`src/hdl/ccoq_pkg.sv`:
```
package ccoq_pkg;

    localparam int LIST_DEPTH = 16;
    localparam int FLOOR_W    = 4;
    localparam int POS_W      = 12;
    localparam int FRAC_BITS  = 8;
    localparam int CNT_W      = 5;
    localparam int IDX_W      = $clog2(LIST_DEPTH);

    localparam int S_TDATA_W  = 16;
    localparam int M_TDATA_W  = 16;

    typedef logic [1:0]         kind_t;
    typedef logic [1:0]         status_t;
    typedef logic [FLOOR_W-1:0] floor_t;
    typedef logic [POS_W-1:0]   pos_t;
    typedef logic [CNT_W-1:0]   count_t;

    localparam kind_t KIND_POSITION = 2'd0;
    localparam kind_t KIND_CALL     = 2'd1;
    localparam kind_t KIND_STOP     = 2'd2;
    localparam kind_t KIND_SERVED   = 2'd3;

    localparam status_t ST_ACCEPTED  = 2'd0;
    localparam status_t ST_DUPLICATE = 2'd1;
    localparam status_t ST_FULL      = 2'd2;
    localparam status_t ST_NO_CALL   = 2'd3;

endpackage

```
`src/hdl/cabin_call_ordered_queue.sv`:
```
// Sequence: position, stop and served items, and a call into an empty list, go from
// acceptance through SEQ_FIN to the registered result; any other call first compares
// list entries in SEQ_WALK (up to LIST_DEPTH), then passes SEQ_INSERT and SEQ_FIN,
// skipping SEQ_INSERT when it ends on a duplicate. Flow: one item at a time; s_tready
// returns once the result has been taken, and the walk uses the single entry comparator.
// Reset (aresetn low, synchronous): list empty, position 0, stopped flag clear, no result.
module cabin_call_ordered_queue
    import ccoq_pkg::*;
(
    input  logic                 aclk,
    input  logic                 aresetn,
    input  logic                 s_tvalid,
    output logic                 s_tready,
    input  logic [S_TDATA_W-1:0] s_tdata,  // call_floor[3:0], new_position[15:4]
    input  logic [1:0]           s_tuser,  // kind[1:0]
    output logic                 m_tvalid,
    input  logic                 m_tready,
    output logic [M_TDATA_W-1:0] m_tdata   // status[1:0], entry_count[6:2], head_floor[10:7],
                                           // head_valid[11], is_stopped[12], zero[15:13]
);

    localparam logic [1:0] SEQ_IDLE   = 2'd0;
    localparam logic [1:0] SEQ_WALK   = 2'd1;
    localparam logic [1:0] SEQ_INSERT = 2'd2;
    localparam logic [1:0] SEQ_FIN    = 2'd3;

    logic [1:0] state_reg, state_next;
    floor_t     floor_reg, floor_next;
    logic       rising_reg, rising_next;
    logic [IDX_W-1:0] idx_reg, idx_next;
    count_t     slot_reg, slot_next;
    status_t    status_reg, status_next;
    floor_t     list_reg [LIST_DEPTH];
    floor_t     list_next [LIST_DEPTH];
    count_t     len_reg, len_next;
    pos_t       pos_reg, pos_next;
    logic       stopped_reg, stopped_next;
    logic       m_tvalid_reg, m_tvalid_next;
    logic [M_TDATA_W-1:0] m_tdata_reg, m_tdata_next;

    kind_t  in_kind;
    floor_t in_floor;
    pos_t   in_pos;
    floor_t entry;
    logic   past_point;
    logic   s_accept;

    assign in_kind  = s_tuser;
    assign in_floor = s_tdata[FLOOR_W-1:0];
    assign in_pos   = s_tdata[FLOOR_W +: POS_W];

    assign s_tready = (state_reg == SEQ_IDLE) && !m_tvalid_reg;
    assign s_accept = s_tvalid && s_tready;
    assign m_tvalid = m_tvalid_reg;
    assign m_tdata  = m_tdata_reg;

    assign entry      = list_reg[idx_reg];
    assign past_point = rising_reg ? (entry > floor_reg) : (entry < floor_reg);

    always_comb begin
        state_next    = state_reg;
        floor_next    = floor_reg;
        rising_next   = rising_reg;
        idx_next      = idx_reg;
        slot_next     = slot_reg;
        status_next   = status_reg;
        len_next      = len_reg;
        pos_next      = pos_reg;
        stopped_next  = stopped_reg;
        m_tvalid_next = m_tvalid_reg;
        m_tdata_next  = m_tdata_reg;
        for (int i = 0; i < LIST_DEPTH; i++) begin
            list_next[i] = list_reg[i];
        end

        if (m_tvalid_reg && m_tready) begin
            m_tvalid_next = 1'b0;
        end

        case (state_reg)
            SEQ_IDLE: begin
                if (s_accept) begin
                    floor_next  = in_floor;
                    rising_next = pos_reg < {in_floor, {FRAC_BITS{1'b0}}};
                    idx_next    = '0;
                    status_next = ST_NO_CALL;
                    state_next  = SEQ_FIN;
                    case (in_kind)
                        KIND_POSITION: begin
                            pos_next = in_pos;
                        end
                        KIND_CALL: begin
                            stopped_next = 1'b0;
                            if (len_reg == '0) begin
                                list_next[0] = in_floor;
                                len_next     = count_t'(1);
                                status_next  = ST_ACCEPTED;
                            end else begin
                                state_next = SEQ_WALK;
                            end
                        end
                        KIND_STOP: begin
                            len_next     = '0;
                            stopped_next = 1'b1;
                        end
                        default: begin
                            // served: drop the head
                            if (len_reg != '0) begin
                                for (int i = 0; i < LIST_DEPTH - 1; i++) begin
                                    list_next[i] = list_reg[i+1];
                                end
                                len_next = len_reg - count_t'(1);
                            end
                        end
                    endcase
                end
            end
            SEQ_WALK: begin
                if (past_point) begin
                    slot_next  = count_t'(idx_reg);
                    state_next = SEQ_INSERT;
                end else if (entry == floor_reg) begin
                    status_next = ST_DUPLICATE;
                    state_next  = SEQ_FIN;
                end else if (count_t'(idx_reg) == len_reg - count_t'(1)) begin
                    slot_next  = len_reg;
                    state_next = SEQ_INSERT;
                end else begin
                    idx_next = idx_reg + IDX_W'(1);
                end
            end
            SEQ_INSERT: begin
                state_next = SEQ_FIN;
                if (len_reg >= count_t'(LIST_DEPTH)) begin
                    status_next = ST_FULL;
                end else begin
                    // open a gap at the slot and shift the tail up
                    for (int i = 0; i < LIST_DEPTH; i++) begin
                        if (count_t'(i) == slot_reg) begin
                            list_next[i] = floor_reg;
                        end
                    end
                    for (int i = 1; i < LIST_DEPTH; i++) begin
                        if (count_t'(i) > slot_reg) begin
                            list_next[i] = list_reg[i-1];
                        end
                    end
                    len_next    = len_reg + count_t'(1);
                    status_next = ST_ACCEPTED;
                end
            end
            default: begin
                m_tvalid_next = 1'b1;
                m_tdata_next  = '0;
                m_tdata_next[1:0]  = status_reg;
                m_tdata_next[6:2]  = len_reg;
                m_tdata_next[10:7] = (len_reg != '0) ? list_reg[0] : '0;
                m_tdata_next[11]   = (len_reg != '0);
                m_tdata_next[12]   = stopped_reg;
                state_next = SEQ_IDLE;
            end
        endcase
    end

    always_ff @(posedge aclk) begin
        if (!aresetn) begin
            state_reg    <= SEQ_IDLE;
            len_reg      <= '0;
            pos_reg      <= '0;
            stopped_reg  <= 1'b0;
            m_tvalid_reg <= 1'b0;
        end else begin
            state_reg    <= state_next;
            len_reg      <= len_next;
            pos_reg      <= pos_next;
            stopped_reg  <= stopped_next;
            m_tvalid_reg <= m_tvalid_next;
        end
    end

    always_ff @(posedge aclk) begin
        floor_reg   <= floor_next;
        rising_reg  <= rising_next;
        idx_reg     <= idx_next;
        slot_reg    <= slot_next;
        status_reg  <= status_next;
        m_tdata_reg <= m_tdata_next;
        for (int i = 0; i < LIST_DEPTH; i++) begin
            list_reg[i] <= list_next[i];
        end
    end

endmodule

```
`config.mk`:
```
export PLATFORM = sky130hd
export DESIGN_NAME = cabin_call_ordered_queue
export DESIGN_NICKNAME = d
export VERILOG_FILES = /design/src/hdl/ccoq_pkg.sv /design/src/hdl/cabin_call_ordered_queue.sv
export SDC_FILE = /design/constraint.sdc
export NUM_CORES = 1
export LEC_CHECK = 0
export BUFFER_PORTS_ARGS = -buffer_cell sky130_fd_sc_hd__buf_2
export CAP_MARGIN = 20
export CELL_PAD_IN_SITES_DETAIL_PLACEMENT = 1
export CELL_PAD_IN_SITES_GLOBAL_PLACEMENT = 1
export CORE_MARGIN = 1
export CORE_UTILIZATION = 49
export DETAILED_ROUTE_END_ITERATION = 12
export PLACE_DENSITY_LB_ADDON = 0.2
export SLEW_MARGIN = 10
export SYNTH_ARGS = -nofsm -noshare
export SYNTH_HDL_FRONTEND = slang
export SYNTH_SLANG_ARGS = --single-unit
```
`constraint.sdc`:
```
create_clock -name aclk -period 4.38 [get_ports aclk]
set_clock_uncertainty 0.15 [all_clocks]
set_input_delay 0.438 -clock aclk [delete_from_list [all_inputs] [get_ports aclk]]
set_output_delay 0.438 -clock aclk [all_outputs]
set_load 0.01 [all_outputs]
```
== Word level (Yosys, flattened, before mapping) ==
Memory sizes are Yosys's and may differ from the RTL's. A register that Yosys moved wholly into a read port is not among the register bits.
Index checks and enable logic that the tools add are counted.
W data, S select, Z words.
Storage, ports and cells
  output and inout port bits: 18
  flip-flop bits (word level): 50
  word-level logic and storage cells: 166
  input bits: 22
  memories: 1
  memory bits (writable): 64
Memory list
  list_reg: words 16, bits a word 4, read ports 17, clocked after Yosys merged registers in 1, wr ports 16, line cabin_call_ordered_queue.sv:33  | floor_t list_reg [LIST_DEPTH];
Cells by class
  $lt $le $gt $ge: 19
  add/sub/neg operators: 3
  multiplexer cells: 72
  reduce and logical (&&, ||, !) cells: 25
  eq/ne operators: 33
Operators with widths (number)
  $mux W4: 39
  $mux W60: 2
  $pmux W60 S2: 1
  $mux W64: 1
  $mux W56: 1
  $eq A4 B5 Y1 const A: 8
  $gt A4 B5 Y1 const A: 8
  $mux W5: 6
  $mux W2: 12
  $eq A3 B5 Y1 const A: 4
  $gt A3 B5 Y1 const A: 4
  $ne A2 B2 Y1 const B: 8
  $pmux W4 S2: 2
  $pmux W5 S3: 1
  $lt A12 B12 Y1: 1
  $pmux W2 S3: 2
  $eq A2 B5 Y1 const A: 2
  $gt A2 B5 Y1 const A: 2
  $logic_not A5 Y1: 2
  $pmux W5 S2: 1
  $reduce_and A3 Y1: 3
  $reduce_bool A2 Y1: 4
  $reduce_and A6 Y1: 1
  $reduce_or A3 Y1: 2
  27 further kinds: 35

== Longest topological paths before layout ==
Gate-level depths: netlist (run 1).
  depth after elaboration: 7
  gate-level depth with buffers: 12
  depth with buffers taken out: 10

== Least setup slack after synthesis (run 1) ==
OpenSTA, ideal clock, no wires.
  path type: reg-to-reg
  start point: reg (tool-made name)
  end point: reg slot_reg[0] (enable)
  data required time: 3.917 ns
  cell stages (with the launch flop): 11
  library setup time: 0.313 ns
  period minus slack after synthesis: 3.982 ns
  arrival: 3.518 ns
  path buffers: 2
  slack: 0.398 ns
  cells stage by stage: dfxtp_1 -> clkbuf_1 -> buf_1 -> mux4_2 -> mux4_2 -> ha_1 -> nor2b_1 -> o211ai_1 -> nand2_1 -> mux2i_1 -> o21a_1
RTL lines
  to (signal assigned): line cabin_call_ordered_queue.sv:185  | slot_reg <= slot_next;
  to (decl): line cabin_call_ordered_queue.sv:31  | count_t slot_reg, slot_next;

==> results.yml, run 1 <==
run:
  maxCapViolCount: 0
layout:
  final_cell_mix: "edfxtp_1, inv_1, o22ai_1"
  areaGrowthSynthToFinish_pct: 6.75
  largest_register_ffs: 64
  stdcell_area_sq_um: 6940
  antenna_cells: 0
  seqCellArea_sq_um: 3130
  drive_gt1_share_pct: 13.4
  multiInputGateArea_sq_um: 2800
  layout_commonest_cell: "edfxtp_1"
  fin_nets: 657
  fillCellCount: 1411
yosys:
  syn_inst: 621
  syn_area_sq_um: 6500
  yosys-top-cells-area: "edfxtp_1, mux4_2, mux2i_1"
  synth.top_cell.area_share_pct: 42.9
  synth_edf_count: 93
  yosysTopAreaCell: "edfxtp_1"
  ys_types: 58
  yosys_warnings: 0
  seq_area_frac_synth_pct: 48.2
  synth-async-reset-ratio_pct: 0
  ys_dominant_reg_cell: "edfxtp_1"
  synth_seq_cells: 110
  syn_avg_cell_area_sq_um: 10.5
min_path:
  worstHoldStart: "s_tdata[3]"
  hold_path.class: "in2reg"
worst_setup_path:
  required_ps: 4290
  critPathArrivalTime_ps: 3910
  cp_max_fo: 12
  path_class: "reg2reg"
  cp-end-kind: "flop"
  startpoint_type: "flop"
cts:
  post_cts_buffers: 0
  cts_sinks: 110
  cts-root-buf: "clkbuf_16"
  htreeDepth: 3
  hold_buffers: 0
  clk-insertion-delay-late_ps: 360
  cts.clk_slew.worst_paths_ps: 70
  cts.repair.resized: 0
  clockBufferDepth: 2
  cts_tree: "yes"
  cts_buffers: 9
drt:
  dr.pass1.iters: 5
  vias: 4849
  drtAntennaViolNets: 0
  drc_errors: 0
  avgRoutedWirePerCell_microns: 21.6
  viasPerCell: 6.11
  wl_mm: 17.1
  drtIter0Drc: 335
sta:
  rsz0062_at_grt: "false"
  worst_slew_pin_slew_ps: 930
  slew_violations: 0
  slew-limit-headroom_pct: 38.0
  fmax_mhz: 250
  finalSetupViolCount: 0
  finalCriticalPeriod_ps: 4000
  final-hold-violation-count: 0
  finalSetupTns_ps: 0
  fin_crit_sh_pct: 91.4
grt:
  grt_use_total_pct: 26.9
  grt_start_max_net_pins: 89
  grt_overflow: 0
  antenna_found_initial: 0
  grt_pass1_vias: 4806
  grt_pass1_wl_mm: 26.9
run_status:
  outcome: "finished clean"
floorplanning:
  dieArea_sq_um: 13700
  fp.dieW_microns: 117
  initial_core_util_pct: 50.9
  io_pins: 40
  rows: 41
  core_sq_um: 12800
  die_y_microns: 117
power_and_ir_drop:
  p_per_area_nw_per_um2: 843
  irDropWorstVdd_mv: 0.268
  p_leak_nw: 2.76
placement:
  hpwl_mm: 12.3
  numPortBuffers: 28
  dpl_cell_area_sq_um: 6640
  gp_congestion: 0.924
power by group:
group	total [mW]	switching, mW	internal (mW)
Sequential	2.31	0.473	1.83
Combinational	2.69	1.58	1.11
Clock	0.858	0.379	0.479
Yosys cell counts (all sizes together), types with 11 or more instances:
| library cell | number |
|---|---|
| buf | 14 |
| nand3 | 11 |
| mux2i | 43 |
| nor2 | 39 |
| o22ai | 59 |
| inv | 83 |
| o21ai | 13 |
| a21oi | 54 |
| dfxtp | 17 |
| nand2 | 36 |
| mux4 | 20 |
| edfxtp | 93 |
| clkbuf | 37 |
| ha | 19 |
critical path, stage by stage, from the launching register on:
cell and delay (ps):
dfxtp_1 520, buf_4 300, mux4_2 570, mux4_2 480
ha_1 320, and4_1 220, nand2b_1 170, mux2i_1 630
o21a_1 350
layer usage:
layer	part of all wire [%]	track usage, %
met1	45	37.3
met2	47	41.3
met3	5.9	5.20
met4	2.7	11.6
met5	0	0
metrics by stage:
step / setup WS, ps / hold slack [ps] / power (mW) / std cells / utilization, %
after detailed placement: 439 / 264 / 4.98 / 777 / 52.0
after global placement: 548 / 259 / 4.83 / 777 / 52.0
after CTS: 394 / 130 / 5.85 / 793 / 54.4
after floorplan: 398 / 250 / 4.22 / 623 / -
after global routing: 140 / 136 / 6.20 / 793 / 54.4
final: 377 / 135 / 5.86 / 793 / 54.4
path summary, 6_finish.rpt:
check | to | slack, ps | depth (start not counted)
worst max-delay path | slot_reg[4] | 380 | 8
worst min-delay path | floor_reg[3] | 130 | 1
worst max register to register | slot_reg[4] | 380 | 8
worst min register to register | m_tdata[0] | 280 | 0
layout make-up:
cell class,count,area share (%)
clock inverter,3,0.595
multi-input combinational,377,40.3
sequential,110,45.1
clock buffer,13,3.77
timing repair buffer,33,2.56
tap,172,3.10
inverter,85,4.59
kinds of logic after synthesis:
logic type                 after synthesis  synth area share (%)
xor gates and xnor gates                 8                  1.08
buffers and inverters                  136                  9.04
muxes                                   64                  13.7
AOI/OAI and AO/OA                      160                  15.1
DFF                                    110                  48.2
adders and majority gates               19                  3.65
and+or+nand+nor                        123                  9.17
other                                    1                0.0576
Note: power is estimated with default switching activity, not from simulation.
==> run 2, diff against run 1 <==
==> constraint.sdc (replaced) <==
create_clock -name aclk -period 4.38 [get_ports aclk]
set_clock_uncertainty 0.15 [all_clocks]
set_input_delay 0.876 -clock aclk [delete_from_list [all_inputs] [get_ports aclk]]
set_output_delay 0.876 -clock aclk [all_outputs]
set_load 0.01 [all_outputs]
==> run 2 against run 1 <==
Effect of this change: first-iteration DRC count grew 40%; sequential cell count did not move; combinational power is essentially flat; largest cell class unchanged.
==> results.yml, run 2 (same netlist as run 1, synthesis figures left out) <==
worst_setup_path:
  cp_max_fo: 12
  cp-end-kind: "flop"
  startpoint_type: "flop"
  path_class: "reg2reg"
  crit-reg2reg-capture: "slot_reg[2]"
  required_ps: 4270
  r2r_slack_ps: 370
  critPathArrivalTime_ps: 3910
  ff2ff_path_depth: 8
layout:
  largest_register_ffs: 64
  antenna_cells: 0
  stdcell_area_sq_um: 6950
  areaGrowthSynthToFinish_pct: 6.79
  fillCellCount: 1397
  drive_gt1_share_pct: 13.2
  fin_nets: 657
  layout_commonest_cell: "edfxtp_1"
  final_cell_mix: "edfxtp_1, inv_1, o22ai_1"
placement:
  gp_congestion: 0.923
  pre_cts_slack_ps: 390
  dpl_cell_area_sq_um: 6640
  hpwl_mm: 12.5
  numPortBuffers: 28
min_path:
  hold_path.class: "reg2reg"
  min_to: "m_tdata[0]"
  whs_path_depth: 0
  worstHoldStart: "status_reg[0]"
cts:
  cts_buffers: 9
  cts.clk_slew.worst_paths_ps: 80
  htreeDepth: 3
  clk-insertion-delay-late_ps: 360
  cts-root-buf: "clkbuf_16"
  post_cts_buffers: 0
  cts.repair.resized: 0
  clockBufferDepth: 2
  cts_tree: "yes"
  cts_sinks: 110
  hold_buffers: 0
drt:
  drc_errors: 0
  wl_mm: 17.4
  vias: 4862
  viasPerCell: 6.13
  drtAntennaViolNets: 0
  avgRoutedWirePerCell_microns: 22.0
  dr.pass1.iters: 5
  drtIter0Drc: 470
floorplanning:
  initial_core_util_pct: 50.9
  io_pins: 40
  dieArea_sq_um: 13700
  fp.dieW_microns: 117
  rows: 41
  die_y_microns: 117
  core_sq_um: 12800
power_and_ir_drop:
  clkPwrFrac_pct: 14.6
  power_frac_comb_pct: 46.1
  p_int_mw: 3.44
  swShare_pct: 41.5
  p_per_area_nw_per_um2: 846
  p_leak_nw: 2.76
  seq_power_share_pct: 39.3
  switching_power_mw: 2.44
  irDropWorstVdd_mv: 0.409
sta:
  fin_crit_sh_pct: 91.6
  slew-limit-headroom_pct: 48.6
  slew_violations: 0
  setup_slack_ps: 367
  final-hold-violation-count: 0
  rsz0062_at_grt: "false"
  finalSetupViolCount: 0
  finalCriticalPeriod_ps: 4010
  fmax_mhz: 249
  worst_slew_pin_slew_ps: 771
  finalSetupTns_ps: 0
grt:
  grt_use_total_pct: 27.5
  grt_pass1_wl_mm: 27.4
  grt_overflow: 0
  grt_start_max_net_pins: 53
  grt_pass1_vias: 4886
  antenna_found_initial: 0
run:
  maxCapViolCount: 0
run_status:
  outcome: "finished clean"
-- run 2: cell types whose count changed in the layout (fill, tap and decap cells not counted), sizes merged --
cell and delta:
bufinv +1, clkbuf -3, clkinv +3, inv -1
-- run 2: how the worst max path moves through the flow --
stage / start / end / cells after the start
floorplan: flop / slot_reg[0] / 10
global placement: flop / slot_reg[1] / 8
CTS: flop / slot_reg[2] / 8
global route: flop / slot_reg[4] / 8
detailed placement: flop / slot_reg[0] / 8
finish: flop / slot_reg[2] / 8
-- run 2: worst max-delay path, cell delays in order (launching register included) --
cell	delay (ps)
dfxtp_1	530
buf_4	300
mux4_2	560
mux4_2	480
ha_1	330
and4_1	210
nand2b_1	170
mux2i_1	590
o21a_1	360
-- run 2: power by group through the flow --
stage | logic [mW] | clock network (mW) | registers (mW)
after global routing | 2.95 | 0.904 | 2.36
final | 2.71 | 0.859 | 2.31
after global placement | 2.54 | 0 | 2.29
after detailed placement | 2.66 | 0 | 2.32
after CTS | 2.69 | 0.874 | 2.30
after floorplan | 2.18 | 0 | 2.04
-- run 2: metal layers --
layer	track usage, %	vias up	routed length [microns]	part of all wire, %
met5	0	-	0	0
met4	9.96	0	460	2.6
met3	5.30	40	1070	6.1
met2	43.5	174	8200	47
met1	37.7	2415	7710	44
li1	-	2233	-	-
-- run 2: area by class of cell --
cell class,count,area (sq um),area share (%)
Clock buffer,10,229,3.30
Clock inverter,6,76.3,1.10
Inverter,85,319,4.59
Multi-Input combinational cell,377,2800,40.3
Sequential cell,110,3130,45.1
Tap cell,172,215,3.10
Timing Repair Buffer,33,178,2.56
-- run 2: through the flow --
step / cells / utilization [%] / power [mW] / hold slack [ps]
after CTS: 793 / 54.4 / 5.86 / 272
after global placement: 777 / 52.0 / 4.82 / 257
after global routing: 793 / 54.4 / 6.22 / 291
final: 793 / 54.4 / 5.88 / 275
after floorplan: 623 / - / 4.22 / 250
after detailed placement: 777 / 52.0 / 4.98 / 256
==> run 3, diff against run 2 <==
- PLACE_DENSITY_LB_ADDON: 0.2 -> 0.12
- clock period: 4.38 -> 3.76 ns (I/O delays scaled with it)
==> run 3 against run 2 <==
Effect of this change: sequential share of layout area shrank 0.53 points; worst setup slack lost 240 ps; power grew 18%; highest routed layer unchanged; first-iteration DRC count shrank 6.4%; die area is the same; non-clock buffer count grew 8; global-route usage grew 0.67 points.
==> results.yml, run 3 (same netlist as run 1, synthesis figures left out) <==
grt:
  grt_pass1_vias: 5007
  grt_overflow: 0
  antenna_found_initial: 0
  grt_pass1_wl_mm: 28.2
  grt_use_total_pct: 28.2
  grt_start_max_net_pins: 89
drt:
  dr.pass1.iters: 5
  viasPerCell: 6.10
  avgRoutedWirePerCell_microns: 22.2
  wl_mm: 17.8
  vias: 4884
  drc_errors: 0
  drtAntennaViolNets: 0
  drtIter0Drc: 440
cts:
  cts_tree: "yes"
  clk-insertion-delay-late_ps: 370
  clockBufferDepth: 2
  cts_buffers: 9
  cts_sinks: 110
  htreeDepth: 3
  post_cts_buffers: 0
  cts.clk_slew.worst_paths_ps: 80
  cts-root-buf: "clkbuf_16"
worst_setup_path:
  required_ps: 3880
  cp_max_fo: 10
  path_class: "reg2reg"
  cp-end-kind: "flop"
  startpoint_type: "flop"
  critPathArrivalTime_ps: 3750
floorplanning:
  die_y_microns: 117
  rows: 41
  fp.dieW_microns: 117
  core_sq_um: 12800
  dieArea_sq_um: 13700
  initial_core_util_pct: 50.9
  io_pins: 40
sta:
  finalSetupViolCount: 0
  slew-limit-headroom_pct: 36.2
  fin_crit_sh_pct: 96.6
  finalCriticalPeriod_ps: 3630
  worst_slew_pin_slew_ps: 956
  fmax_mhz: 275
  rsz0062_at_grt: "true"
  final-hold-violation-count: 0
  setup_slack_ps: 126
  slew_violations: 0
layout:
  fillCellCount: 1379
  instances_no_fill: 801
  largest_register_ffs: 64
  fin_nets: 665
  antenna_cells: 0
  multiInputGateArea_sq_um: 2820
  layout_commonest_cell: "edfxtp_1"
  drive_gt1_share_pct: 15.4
  final_cell_mix: "edfxtp_1, inv_1, o22ai_1"
  final_util_pct: 55.0
  seqCellArea_sq_um: 3130
  areaGrowthSynthToFinish_pct: 8.10
placement:
  hpwl_mm: 12.5
  gp_congestion: 0.855
  dp_cells: 785
  numPortBuffers: 28
  pre_cts_slack_ps: -63.1
min_path:
  worstHoldStart: "status_reg[1]"
  hold_path.class: "reg2reg"
power_and_ir_drop:
  p_leak_nw: 2.80
  p_per_area_nw_per_um2: 990
  irDropWorstVdd_mv: 0.466
  total_power_mw: 6.96
run_status:
  outcome: "finished clean"
run:
  maxCapViolCount: 0
==> run 3: path summary, 6_finish.rpt <==
kind	endpoint	cells after the start	slack, ps
max	flop	9	130
min	m_tdata[1]	0	280
max reg2reg	flop	9	130
min reg2reg	m_tdata[1]	0	280
==> run 3: routing by layer <==
metal / part of all wire (%) / routed length (microns) / vias to the layer above / track usage, %
met2: 47 / 8400 / 136 / 44.7
met4: 1.5 / 269 / 0 / 7.59
met3: 5.6 / 1000 / 26 / 6.18
met1: 46 / 8100 / 2475 / 39.0
li1: - / - / 2247 / -
met5: 0 / 0 / - / 0
==> run 3: area by class of cell <==
class / count / share of cell area [%]
Timing Repair Buffer: 41 / 3.56
Tap cell: 172 / 3.06
Clock buffer: 11 / 3.31
Multi-Input combinational cell: 377 / 40.1
Clock inverter: 5 / 0.854
Sequential cell: 110 / 44.6
Inverter: 85 / 4.54
==> run 3: report_power, final <==
group / internal, mW / leakage [nW] / total (mW) / switching [mW]
clock network: 0.519 / 0.140 / 0.985 / 0.465
logic: 1.38 / 1.65 / 3.31 / 1.93
registers: 2.14 / 1.01 / 2.66 / 0.528
total: 4.04 / 2.80 / 6.96 / 2.93
==> run 3: worst max-delay path, stage by stage, from the launching register on <==
cell	delay, ps
dfxtp_2	430
buf_4	230
mux4_2	530
mux4_2	480
ha_1	330
a21oi_1	290
nand2_2	160
mux2i_4	270
or2_2	350
o32ai_1	310
==> run 3: what timing repair did <==
action                     in CTS  in global routing
cloned                          0                  0
setup endpoints to repair      12                  4
gates resized for setup         3                  2
pin swaps                       0                  0
hold endpoints to repair        0                  0
hold buffers                    0                  0
==> run 3: through the flow <==
stage                     cell area, sq um  hold WS (ps)  setup TNS [ps]
after global routing                  7030           281           -57.2
after global placement                6720           268               0
after CTS                             7020           278               0
after floorplan                       6520           250               0
after detailed placement              6720           255            -611
final                                 7030           277               0
